`src/design/clt_pkg.sv`:
```
`timescale 1ns / 1ps
// ----------------------------------------------------------------------------
// clt_pkg
// Shared types and constants for the command line tokeniser.
// ----------------------------------------------------------------------------
package clt_pkg;

    localparam int unsigned MaxRes = 3;

    localparam logic [7:0] ChSlash  = 8'h2F;
    localparam logic [7:0] ChDash   = 8'h2D;
    localparam logic [7:0] ChQuote  = 8'h22;
    localparam logic [7:0] ChBslash = 8'h5C;
    localparam logic [7:0] ChN      = 8'h6E;
    localparam logic [7:0] ChT      = 8'h74;
    localparam logic [7:0] ChLf     = 8'h0A;
    localparam logic [7:0] ChTab    = 8'h09;
    localparam logic [7:0] ChCr     = 8'h0D;
    localparam logic [7:0] ChSpace  = 8'h20;

    typedef enum logic [3:0] {
        M_IDLE           = 4'd0,
        M_DASH           = 4'd1,
        M_WORD           = 4'd2,
        M_QUOTE          = 4'd3,
        M_QUOTE_ESC      = 4'd4,
        M_FLAG           = 4'd5,
        M_AFTER_FLAG     = 4'd6,
        M_AFTER_FLAG_DSH = 4'd7,
        M_ARG            = 4'd8,
        M_ARG_QUOTE      = 4'd9,
        M_ARG_QUOTE_ESC  = 4'd10
    } scan_mode_t;

    typedef enum logic [2:0] {
        EV_KEY   = 3'd0,
        EV_PARAM = 3'd1,
        EV_FLAG  = 3'd2,
        EV_ARG   = 3'd3,
        EV_TEND  = 3'd4,
        EV_LEND  = 3'd5
    } event_t;

    typedef enum logic [1:0] {
        KIND_KEY      = 2'd0,
        KIND_PARAM    = 2'd1,
        KIND_FLAG     = 2'd2,
        KIND_FLAG_ARG = 2'd3
    } kind_t;

    typedef enum logic {
        CMD_BYTE = 1'b0,
        CMD_EOL  = 1'b1
    } cmd_t;

    typedef struct packed {
        event_t     ev;
        logic [7:0] data;
        kind_t      kind;
    } res_t;

    // Up to three results produced by one input word.
    typedef struct packed {
        logic [1:0]        cnt;
        res_t [MaxRes-1:0] res;
    } bundle_t;

    function automatic res_t mk_res(event_t ev, logic [7:0] data, kind_t kind);
        res_t r;
        r.ev   = ev;
        r.data = data;
        r.kind = kind;
        return r;
    endfunction

endpackage

```
`src/design/clt_decode.sv`:
```
`timescale 1ns / 1ps
// ----------------------------------------------------------------------------
// clt_decode
// Combinational scan step: from the scan state and one input word it forms
// the next state and the bundle of results the word causes.
// ----------------------------------------------------------------------------
module clt_decode import clt_pkg::*; (
    input  scan_mode_t mode,
    input  logic       seen,
    input  logic       cmd,
    input  logic [7:0] text_byte,
    output scan_mode_t mode_next,
    output logic       seen_next,
    output bundle_t    bundle
);

    logic       ws;
    logic       esc_two;
    logic [7:0] esc_byte;
    res_t       r0, r1, r2;
    logic [1:0] cnt;
    res_t       nul;

    assign ws  = ((text_byte >= ChTab) && (text_byte <= ChCr)) || (text_byte == ChSpace);
    assign nul = mk_res(EV_KEY, 8'h00, KIND_KEY);

    // An unknown escape keeps the backslash in front of the byte.
    always_comb begin
        esc_two  = 1'b0;
        esc_byte = text_byte;
        if (text_byte == ChN) begin
            esc_byte = ChLf;
        end else if (text_byte == ChT) begin
            esc_byte = ChTab;
        end else if ((text_byte == ChBslash) || (text_byte == ChQuote)) begin
            esc_byte = text_byte;
        end else begin
            esc_two  = 1'b1;
            esc_byte = ChBslash;
        end
    end

    always_comb begin
        mode_next = mode;
        seen_next = seen;
        cnt       = 2'd0;
        r0        = nul;
        r1        = nul;
        r2        = nul;
        if (cmd == CMD_EOL) begin
            mode_next = M_IDLE;
            seen_next = 1'b0;
            unique case (mode)
                M_DASH: begin
                    r0  = mk_res(EV_KEY, ChDash, KIND_KEY);
                    r1  = mk_res(EV_TEND, 8'h00, KIND_KEY);
                    r2  = mk_res(EV_LEND, 8'h00, KIND_KEY);
                    cnt = 2'd3;
                end
                M_WORD: begin
                    r0  = mk_res(EV_TEND, 8'h00, KIND_KEY);
                    r1  = mk_res(EV_LEND, 8'h00, KIND_KEY);
                    cnt = 2'd2;
                end
                M_QUOTE, M_QUOTE_ESC: begin
                    r0  = mk_res(EV_TEND, 8'h00, KIND_PARAM);
                    r1  = mk_res(EV_LEND, 8'h00, KIND_KEY);
                    cnt = 2'd2;
                end
                M_FLAG, M_AFTER_FLAG: begin
                    r0  = mk_res(EV_TEND, 8'h00, KIND_FLAG);
                    r1  = mk_res(EV_LEND, 8'h00, KIND_KEY);
                    cnt = 2'd2;
                end
                M_AFTER_FLAG_DSH: begin
                    r0  = mk_res(EV_ARG, ChDash, KIND_KEY);
                    r1  = mk_res(EV_TEND, 8'h00, KIND_FLAG_ARG);
                    r2  = mk_res(EV_LEND, 8'h00, KIND_KEY);
                    cnt = 2'd3;
                end
                M_ARG, M_ARG_QUOTE, M_ARG_QUOTE_ESC: begin
                    r0  = mk_res(EV_TEND, 8'h00, KIND_FLAG_ARG);
                    r1  = mk_res(EV_LEND, 8'h00, KIND_KEY);
                    cnt = 2'd2;
                end
                default: begin
                    r0  = mk_res(EV_LEND, 8'h00, KIND_KEY);
                    cnt = 2'd1;
                end
            endcase
        end else begin
            unique case (mode)
                M_DASH: begin
                    // A second dash turns the held dash into a flag and shows nothing.
                    if (text_byte == ChDash) begin
                        mode_next = M_FLAG;
                    end else if (ws) begin
                        r0        = mk_res(EV_KEY, ChDash, KIND_KEY);
                        r1        = mk_res(EV_TEND, 8'h00, KIND_KEY);
                        cnt       = 2'd2;
                        mode_next = M_IDLE;
                    end else begin
                        r0        = mk_res(EV_KEY, ChDash, KIND_KEY);
                        r1        = mk_res(EV_KEY, text_byte, KIND_KEY);
                        cnt       = 2'd2;
                        mode_next = M_WORD;
                    end
                end
                M_WORD: begin
                    if (ws) begin
                        r0        = mk_res(EV_TEND, 8'h00, KIND_KEY);
                        mode_next = M_IDLE;
                    end else begin
                        r0 = mk_res(EV_KEY, text_byte, KIND_KEY);
                    end
                    cnt = 2'd1;
                end
                M_QUOTE: begin
                    if (text_byte == ChQuote) begin
                        r0        = mk_res(EV_TEND, 8'h00, KIND_PARAM);
                        cnt       = 2'd1;
                        mode_next = M_IDLE;
                    end else if (text_byte == ChBslash) begin
                        mode_next = M_QUOTE_ESC;
                    end else begin
                        r0  = mk_res(EV_PARAM, text_byte, KIND_KEY);
                        cnt = 2'd1;
                    end
                end
                M_QUOTE_ESC: begin
                    r0        = mk_res(EV_PARAM, esc_byte, KIND_KEY);
                    r1        = mk_res(EV_PARAM, text_byte, KIND_KEY);
                    cnt       = esc_two ? 2'd2 : 2'd1;
                    mode_next = M_QUOTE;
                end
                M_FLAG: begin
                    if (ws) begin
                        mode_next = M_AFTER_FLAG;
                    end else begin
                        r0  = mk_res(EV_FLAG, text_byte, KIND_KEY);
                        cnt = 2'd1;
                    end
                end
                M_AFTER_FLAG: begin
                    if (ws) begin
                        mode_next = M_AFTER_FLAG;
                    end else if (text_byte == ChDash) begin
                        mode_next = M_AFTER_FLAG_DSH;
                    end else if (text_byte == ChQuote) begin
                        mode_next = M_ARG_QUOTE;
                    end else begin
                        r0        = mk_res(EV_ARG, text_byte, KIND_KEY);
                        cnt       = 2'd1;
                        mode_next = M_ARG;
                    end
                end
                M_AFTER_FLAG_DSH: begin
                    if (text_byte == ChDash) begin
                        r0        = mk_res(EV_TEND, 8'h00, KIND_FLAG);
                        cnt       = 2'd1;
                        mode_next = M_FLAG;
                    end else if (ws) begin
                        r0        = mk_res(EV_ARG, ChDash, KIND_KEY);
                        r1        = mk_res(EV_TEND, 8'h00, KIND_FLAG_ARG);
                        cnt       = 2'd2;
                        mode_next = M_IDLE;
                    end else begin
                        r0        = mk_res(EV_ARG, ChDash, KIND_KEY);
                        r1        = mk_res(EV_ARG, text_byte, KIND_KEY);
                        cnt       = 2'd2;
                        mode_next = M_ARG;
                    end
                end
                M_ARG: begin
                    if (ws) begin
                        r0        = mk_res(EV_TEND, 8'h00, KIND_FLAG_ARG);
                        mode_next = M_IDLE;
                    end else begin
                        r0 = mk_res(EV_ARG, text_byte, KIND_KEY);
                    end
                    cnt = 2'd1;
                end
                M_ARG_QUOTE: begin
                    if (text_byte == ChQuote) begin
                        r0        = mk_res(EV_TEND, 8'h00, KIND_FLAG_ARG);
                        cnt       = 2'd1;
                        mode_next = M_IDLE;
                    end else if (text_byte == ChBslash) begin
                        mode_next = M_ARG_QUOTE_ESC;
                    end else begin
                        r0  = mk_res(EV_ARG, text_byte, KIND_KEY);
                        cnt = 2'd1;
                    end
                end
                M_ARG_QUOTE_ESC: begin
                    r0        = mk_res(EV_ARG, esc_byte, KIND_KEY);
                    r1        = mk_res(EV_ARG, text_byte, KIND_KEY);
                    cnt       = esc_two ? 2'd2 : 2'd1;
                    mode_next = M_ARG_QUOTE;
                end
                default: begin
                    mode_next = M_IDLE;
                    if (!ws) begin
                        seen_next = 1'b1;
                        // A slash opening the line is a keyword on its own.
                        if ((text_byte == ChSlash) && !seen) begin
                            r0  = mk_res(EV_KEY, ChSlash, KIND_KEY);
                            r1  = mk_res(EV_TEND, 8'h00, KIND_KEY);
                            cnt = 2'd2;
                        end else if (text_byte == ChDash) begin
                            mode_next = M_DASH;
                        end else if (text_byte == ChQuote) begin
                            mode_next = M_QUOTE;
                        end else begin
                            r0        = mk_res(EV_KEY, text_byte, KIND_KEY);
                            cnt       = 2'd1;
                            mode_next = M_WORD;
                        end
                    end
                end
            endcase
        end
    end

    assign bundle.cnt    = cnt;
    assign bundle.res[0] = r0;
    assign bundle.res[1] = r1;
    assign bundle.res[2] = r2;

endmodule

```
`src/design/clt_emit.sv`:
```
`timescale 1ns / 1ps
// ----------------------------------------------------------------------------
// clt_emit
// Result register: holds the bundle of one input word and hands its results
// out one word per cycle while m_ready is high, flagging the last of the run.
// ----------------------------------------------------------------------------
module clt_emit import clt_pkg::*; (
    input  logic       aclk,
    input  logic       aresetn,
    input  logic       load,
    input  bundle_t    bundle,
    output logic       free,
    output logic       m_valid,
    input  logic       m_ready,
    output logic [2:0] m_event_res,
    output logic [7:0] m_out_byte,
    output logic [1:0] m_token_kind,
    output logic       m_last_of_run
);

    logic              busy_reg, busy_next;
    logic [1:0]        pos_reg, pos_next;
    logic [1:0]        cnt_reg, cnt_next;
    res_t [MaxRes-1:0] res_reg, res_next;
    logic              last;
    res_t              cur;

    assign last = (pos_reg == (cnt_reg - 2'd1));
    assign free = !busy_reg || (m_ready && last);
    assign cur  = res_reg[pos_reg];

    always_comb begin
        busy_next = busy_reg;
        pos_next  = pos_reg;
        cnt_next  = cnt_reg;
        res_next  = res_reg;
        if (busy_reg && m_ready) begin
            if (last) begin
                busy_next = 1'b0;
            end else begin
                pos_next = pos_reg + 2'd1;
            end
        end
        // A word with no results leaves the register empty.
        if (load) begin
            busy_next = (bundle.cnt != 2'd0);
            pos_next  = 2'd0;
            cnt_next  = bundle.cnt;
            res_next  = bundle.res;
        end
    end

    always_ff @(posedge aclk) begin
        if (!aresetn) begin
            busy_reg <= 1'b0;
            pos_reg  <= 2'd0;
            cnt_reg  <= 2'd0;
        end else begin
            busy_reg <= busy_next;
            pos_reg  <= pos_next;
            cnt_reg  <= cnt_next;
        end
        res_reg <= res_next;
    end

    assign m_valid       = busy_reg;
    assign m_event_res   = cur.ev;
    assign m_out_byte    = cur.data;
    assign m_token_kind  = cur.kind;
    assign m_last_of_run = last;

    a_busy_has_results: assert property (@(posedge aclk) disable iff (!aresetn)
        busy_reg |-> (cnt_reg != 2'd0) && (pos_reg < cnt_reg))
        else $error("result register busy with an empty or overrun run");

    a_load_only_when_free: assert property (@(posedge aclk) disable iff (!aresetn)
        load |-> free)
        else $error("new bundle loaded over results not yet delivered");

    a_run_continues: assert property (@(posedge aclk) disable iff (!aresetn)
        (m_valid && m_ready && !m_last_of_run) |=> m_valid && (pos_reg == $past(pos_reg) + 2'd1))
        else $error("run of results broken before its last word");

    a_load_starts_run: assert property (@(posedge aclk) disable iff (!aresetn)
        (load && (bundle.cnt != 2'd0)) |=> m_valid && (pos_reg == 2'd0))
        else $error("loaded bundle did not start at its first result");

endmodule

```
`src/design/command_line_tokenizer.sv`:
```
`timescale 1ns / 1ps
// The first result of a byte is registered and appears in the cycle after it is accepted.
// Throughput: one input word per cycle while the receiver is ready and each
// causes at most one result; a word causing several results holds the input
// while the result register drains, one result word per cycle while m_ready is high.
// Reset: synchronous, active low; the scan returns to idle at each line end.
// ----------------------------------------------------------------------------
// command_line_tokenizer
// Streaming command line tokeniser: scan state register, one-step decoder and
// a result register that serialises up to three results per input word.
// ----------------------------------------------------------------------------
module command_line_tokenizer import clt_pkg::*; (
    input  logic       aclk,
    input  logic       aresetn,
    input  logic       s_valid,
    output logic       s_ready,
    input  logic       s_cmd,
    input  logic [7:0] s_text_byte,
    output logic       m_valid,
    input  logic       m_ready,
    output logic [2:0] m_event_res,
    output logic [7:0] m_out_byte,
    output logic [1:0] m_token_kind,
    output logic       m_last_of_run
);

    scan_mode_t mode_reg, mode_next;
    logic       seen_reg, seen_next;
    bundle_t    bundle;
    logic       free;
    logic       accept;

    assign s_ready = free;
    assign accept  = s_valid && free;

    clt_decode u_decode (
        .mode      (mode_reg),
        .seen      (seen_reg),
        .cmd       (s_cmd),
        .text_byte (s_text_byte),
        .mode_next (mode_next),
        .seen_next (seen_next),
        .bundle    (bundle)
    );

    always_ff @(posedge aclk) begin
        if (!aresetn) begin
            mode_reg <= M_IDLE;
            seen_reg <= 1'b0;
        end else if (accept) begin
            mode_reg <= mode_next;
            seen_reg <= seen_next;
        end
    end

    clt_emit u_emit (
        .aclk          (aclk),
        .aresetn       (aresetn),
        .load          (accept),
        .bundle        (bundle),
        .free          (free),
        .m_valid       (m_valid),
        .m_ready       (m_ready),
        .m_event_res   (m_event_res),
        .m_out_byte    (m_out_byte),
        .m_token_kind  (m_token_kind),
        .m_last_of_run (m_last_of_run)
    );

endmodule

```
`config.mk`:
```
export PLATFORM = sky130hd
export DESIGN_NAME = command_line_tokenizer
export DESIGN_NICKNAME = d
export VERILOG_FILES = /design/src/design/clt_pkg.sv /design/src/design/clt_decode.sv /design/src/design/clt_emit.sv /design/src/design/command_line_tokenizer.sv
export SDC_FILE = /design/constraint.sdc
export NUM_CORES = 1
export LEC_CHECK = 0
export BUFFER_PORTS_ARGS = -buffer_cell sky130_fd_sc_hd__buf_4
export CORE_UTILIZATION = 35
export DETAILED_ROUTE_END_ITERATION = 6
export PLACE_DENSITY = 0.57
export SYNTH_ARGS = -nofsm -noshare
export SYNTH_HDL_FRONTEND = slang
export SYNTH_HIERARCHICAL = 1
export SYNTH_SLANG_ARGS = --single-unit
```
`constraint.sdc`:
```
create_clock -name aclk -period 5 [get_ports aclk]
set_input_delay 0.25 -clock aclk [delete_from_list [all_inputs] [get_ports aclk]]
set_output_delay 0.25 -clock aclk [all_outputs]
set_load 0.02 [all_outputs]
```
==> impl_metrics.json, run 1 <==
{
  "synth_cell_type_count": 77,
  "clock_skew_ps": 6.83,
  "max_stage_delay_ps": 980,
  "post-dp-hpwl_um": 7090,
  "antenna_cells": 0,
  "synth.cells.most_frequent": "50 x nand2_1, 39 x edfxtp_1, 30 x nor2_1",
  "max-cap-violations": 0,
  "dpl_cell_area_um2": 3800,
  "die_w_um": 104,
  "cp.arrival_ps": 3050,
  "clk_pin_slew_ps": 90,
  "hold_violations": 0,
  "initial_core_util_pct": 36.7,
  "syn_area_per_cell_um2": 8.70,
  "routed_via_density": 5.72,
  "r2r_slack_ps": 2140,
  "cp_slowest_cell": "dfxtp_1",
  "worstPathMaxFanout": 49,
  "ctsResizeCount": 0,
  "min_period_ps": 2860,
  "synth-edff-count": 39,
  "ir_worst_vdd_mv": 0.119,
  "final.fill_count": 1006,
  "worstPathRequired_ps": 5180,
  "first_global_vias": 2940,
  "cts.path.max_buffers": 2,
  "crit_path_cell_trace": "nand2b_1 > mux2i_1 > a21bo_1 > and2_4 > inv_1 > a41oi_1 > o21ai_1",
  "cts_tree": "built",
  "via_count": 3183,
  "async_flop_share_pct": 0,
  "drv_slew": 0,
  "track_usage_pct": 18.6,
  "rsz0062_at_grt": "no",
  "syn2layout_area_growth_pct": 6.88,
  "yosysSeqAreaShare_pct": 37.7,
  "r2r_end": "u_emit/m_valid",
  "r2r-start": "u_emit/pos_reg[0]",
  "htreeDepth": 2,
  "synth_ff_type": "edfxtp_1",
  "setup_viol_count_final": 0,
  "cts-hold-fix-buffers": 0,
  "setup_tns_ps": 0,
  "fmax_mhz": 350,
  "drt_drc_violations_left": 0,
  "gp_congestion": 0.983,
  "maxSlewHeadroom_pct": 33.9,
  "fin_nets": 435,
  "largest_reg_flops": 39,
  "hp-class": "input pin to register",
  "grt_overflow": 0,
  "clock_sinks": 49,
  "status": "complete, no violations",
  "synth_top_area_share_pct": 32.2,
  "dieArea_um2": 10800,
  "ys_warn_count": 6,
  "antenna_left": 0,
  "period_share_pct": 57.2,
  "seq_area_um2": 1370,
  "start_kind": "register",
  "io_buffers": 28,
  "final_util_pct": 39.2,
  "drive_above_1_share_pct": 14.4,
  "coreArea_um2": 9910,
  "rr_worst_depth": 7,
  "syn_area_um2": 3640,
  "cts_setup_buffers": 0,
  "path_class": "register to register",
  "synth-seq-cells": 49,
  "powerDensity_nw_per_um2": 249,
  "drt_iter0_drc": 318,
  "report.power.total_w": 0.000969,
  "grt_max_degree": 50,
  "grt_pass1_wl_um": 16000,
  "synth_most_common_cell": "nand2_1",
  "cp-endpoint": "u_emit/m_valid",
  "core.rowCount": 36,
  "ys_top_cells_by_area": "edfxtp_1 32%, dfxtp_1 5.5%, mux2i_1 5.2%, nand2_1 5.2%, o21ai_0 4.0%",
  "syn_inst": 418,
  "crit_path_end_kind": "register",
  "finalWirelength_um": 9830,
  "die_y_um": 104,
  "holdWs_ps": 279,
  "multi_input_area_um2": 1990,
  "wl_per_cell_um": 17.7,
  "startpoint": "u_emit/pos_reg[0]",
  "cts_made_buffers": 5,
  "clkLatencyLatePin_ps": 300,
  "synth_top_area_cell": "edfxtp_1",
  "finish.instance_area_um2": 3890,
  "cts_root_buf": "clkbuf_8",
  "leakagePower_nw": 1.34,
  "first_pass_iters": 7,
  "worst_pin_slew_ps": 990,
  "io_pins": 29,
  "antenna_found_initial": 0
}
cells by family (layout without fill, tap and decap cells):
| logic type | count (synthesis) | count (layout) | synth area share [%] |
|---|---|---|---|
| multiplexers | 20 | 20 | 5.54 |
| XOR/XNOR | 3 | 3 | 0.929 |
| other | 1 | 11 | 0.103 |
| adder cells (fa/ha/maj) | 1 | 1 | 0.310 |
| buffers and inverters | 54 | 49 | 8.53 |
| flip-flops | 49 | 49 | 37.7 |
| AND/OR/NAND/NOR | 173 | 173 | 25.8 |
| AO/OA/AOI/OAI | 117 | 117 | 21.1 |
worst max-delay path, delay by kind of cell, from the launching register on:
kind            cells  cell delay [ps]
compound gates      3              570
simple gates        2              730
flops               1              980
buf+inv             1              150
mux                 1              300
report_power, final:
group	leakage, nW	total, W	internal [W]	switching (W)
clock	0.0439	0.000225	0.0000967	0.000129
combinational	0.827	0.000238	0.0000863	0.000152
sequential	0.466	0.000506	0.000485	0.0000203
per-layer routing:
metal	global-route usage, %	vias up	wire length [µm]
li1	-	1539	-
met1	27.0	1458	4610
met2	28.5	170	4240
met3	2.32	16	743
met4	5.61	0	229
met5	0	-	0
worst min path at each step:
stage / from / to / cells past startpoint
2_1_floorplan: aresetn / u_emit/cnt_reg[0] / 1
3_3_place_gp: seen_reg / seen_reg / 2
3_5_place_dp: seen_reg / seen_reg / 2
4_1_cts: s_valid / mode_reg[2] / 3
5_1_grt: s_valid / seen_reg / 3
6_report: s_valid / mode_reg[2] / 3
area by class of cell:
class,count,area share (%)
clock buffers,5,1.77
repair buffers,31,5.99
well taps,133,4.28
clock inverters,3,0.451
inverters,10,0.966
flip-flops and latches,49,35.3
multi-input cells,325,51.3
cells in the final DEF, fill, tap and decap left out, types with 2 or more instances in the layout:
cell type / count
nand2_1: 50
edfxtp_1: 39
buf_4: 31
nor2_1: 30
o21ai_0: 29
a21oi_1: 26
mux2i_1: 19
nor3_1: 14
nand2b_1: 12
conb_1: 11
dfxtp_1: 10
o21ai_1: 9
and2_1: 9
inv_1: 9
nand3_1: 8
or3_1: 7
nand4_1: 6
o21ai_2: 6
o21a_1: 6
clkbuf_8: 5
nor4_1: 5
and3_1: 5
nor2b_1: 5
a311oi_1: 4
o22ai_1: 4
a221oi_1: 3
o2111ai_1: 3
nor4_2: 3
clkinv_2: 2
a21o_1: 2
o32ai_1: 2
o221ai_1: 2
o31a_1: 2
a31oi_1: 2
nor3_2: 2
o211ai_1: 2
per-stage QoR:
stage	setup WS, ps	cells
floorplan	2530	428
global placement	2220	548
detailed placement	2140	548
CTS	2120	556
global route	1860	556
finish	2140	556
(Power assumes the default switching activity.)
==> inputs of run 2 (changes only) <==
Clock period 5 ns to 2.9 ns, I/O delays scaled along.
==> impl_metrics.json, run 2 (synthesized netlist as in run 1, its figures left out) <==
{
  "status": "complete, no violations",
  "hp-class": "input pin to register",
  "clk_pin_slew_ps": 100,
  "first_pass_iters": 6,
  "cp_slowest_cell": "dfxtp_1",
  "syn2layout_area_growth_pct": 11.4,
  "max_stage_delay_ps": 600,
  "antenna_found_initial": 0,
  "fin_nets": 455,
  "startpoint": "mode_reg[3]",
  "cp.arrival_ps": 2830,
  "cts.path.max_buffers": 2,
  "grt_overflow": 0,
  "crit_path_cell_trace": "inv_1 > nand2_1 > nor2_1 > a221oi_1 > nand2_1 > o31a_1 > o211a_1 > a41oi_1 > o21ai_1",
  "antenna_left": 0,
  "antenna_cells": 0,
  "leakagePower_nw": 1.44,
  "setup_tns_ps": 0,
  "min_period_ps": 2620,
  "clkLatencyLatePin_ps": 310,
  "clock_sinks": 49,
  "rr_worst_depth": 9,
  "worst_pin_slew_ps": 910,
  "finalWirelength_um": 10200,
  "coreArea_um2": 9910,
  "final.fill_count": 1043,
  "cts-hold-fix-buffers": 0,
  "r2r_end": "u_emit/m_valid",
  "cp-endpoint": "u_emit/m_valid",
  "setup_viol_count_final": 0,
  "wl_per_cell_um": 17.7,
  "seq_area_um2": 1370,
  "r2r_slack_ps": 280,
  "crit_path_end_kind": "register",
  "ctsResizeCount": 0,
  "die_w_um": 104,
  "largest_reg_flops": 39,
  "die_y_um": 104,
  "final_cell_mix": "51 x buf_4, 50 x nand2_1, 39 x edfxtp_1",
  "cts_setup_buffers": 0,
  "core.rowCount": 36,
  "drv_slew": 0,
  "cts_tree": "built",
  "path_common_cell": "nand2_1",
  "first_global_vias": 3041,
  "dieArea_um2": 10800,
  "whs_path_depth": 3,
  "track_usage_pct": 19.3,
  "final_util_pct": 40.9,
  "routed_via_density": 5.68,
  "period_share_pct": 90.2,
  "htreeDepth": 2,
  "mostFrequentLayoutCell": "buf_4",
  "fmax_mhz": 382,
  "worstPathRequired_ps": 3110,
  "worstPathMaxFanout": 12,
  "powerDensity_nw_per_um2": 427,
  "ir_worst_vdd_mv": 0.206,
  "drt_drc_violations_left": 0,
  "multi_input_area_um2": 2000,
  "initial_core_util_pct": 36.7,
  "cts_made_buffers": 5,
  "grt_max_degree": 26,
  "maxSlewHeadroom_pct": 39.0,
  "start_kind": "register",
  "rsz0062_at_grt": "no",
  "via_count": 3270,
  "hold_violations": 0,
  "gp_congestion": 0.953,
  "min_from": "s_valid",
  "r2r-start": "mode_reg[3]",
  "post-dp-hpwl_um": 7710,
  "grt_pass1_wl_um": 16500,
  "max-cap-violations": 0,
  "io_buffers": 28,
  "io_pins": 29,
  "cts_root_buf": "clkbuf_8",
  "drt_iter0_drc": 386,
  "clock_skew_ps": 12.1,
  "drive_above_1_share_pct": 18.5,
  "path_class": "register to register"
}
==> run 2: cell count changes in the layout (fill, tap and decap cells not counted), sizes merged <==
cell / previous run / this run
inv: 9 / 10
clkinv: 3 / 1
clkinvlp: 1 / 2
buf: 31 / 51
==> run 2: worst min path at each step <==
stage and end:
5_1_grt mode_reg[3], 4_1_cts mode_reg[0], 2_1_floorplan u_emit/cnt_reg[0], 6_report mode_reg[0]
3_5_place_dp mode_reg[0], 3_3_place_gp mode_reg[2]
==> run 2: critical path, delay by kind of cell (launching register included) <==
kind | cells | cell delay (ps)
AO/OA/AOI/OAI | 5 | 1120
flip-flops | 1 | 600
AND/OR/NAND/NOR | 3 | 580
buffers and inverters | 1 | 210
==> run 2: layout make-up <==
type / count / share of cell area, %
Tap cell: 133 / 4.11
Clock inverter: 3 / 0.649
Inverter: 10 / 0.926
Sequential cell: 49 / 33.8
Clock buffer: 5 / 1.70
Timing Repair Buffer: 51 / 9.45
Multi-Input combinational cell: 325 / 49.3
==> run 2: layer usage <==
layer  track usage [%]  vias to the layer above  routed length, µm
met3              2.44                       21                593
li1                  -                     1574                  -
met4              5.41                        0                226
met1              27.2                     1536               4760
met5                 0                        -                  0
met2              31.0                      139               4630
==> run 2: power breakdown <==
part | internal, W | switching (W) | total, W
clock network | 0.000176 | 0.000253 | 0.000429
logic | 0.000167 | 0.000266 | 0.000433
registers | 0.000836 | 0.0000322 | 0.000868
total | 0.00118 | 0.000551 | 0.00173
==> run 2: per-stage QoR <==
stage | std cells | cell area, µm² | total power, W | hold WS [ps] | worst slack, ps
floorplan | 428 | 3670 | 0.00117 | 273 | 434
global placement | 568 | 3950 | 0.00132 | 467 | 182
detailed placement | 568 | 3950 | 0.00131 | 470 | 292
CTS | 576 | 4050 | 0.00174 | 133 | 261
global route | 576 | 4050 | 0.00182 | 146 | 142
finish | 576 | 4050 | 0.00173 | 141 | 283
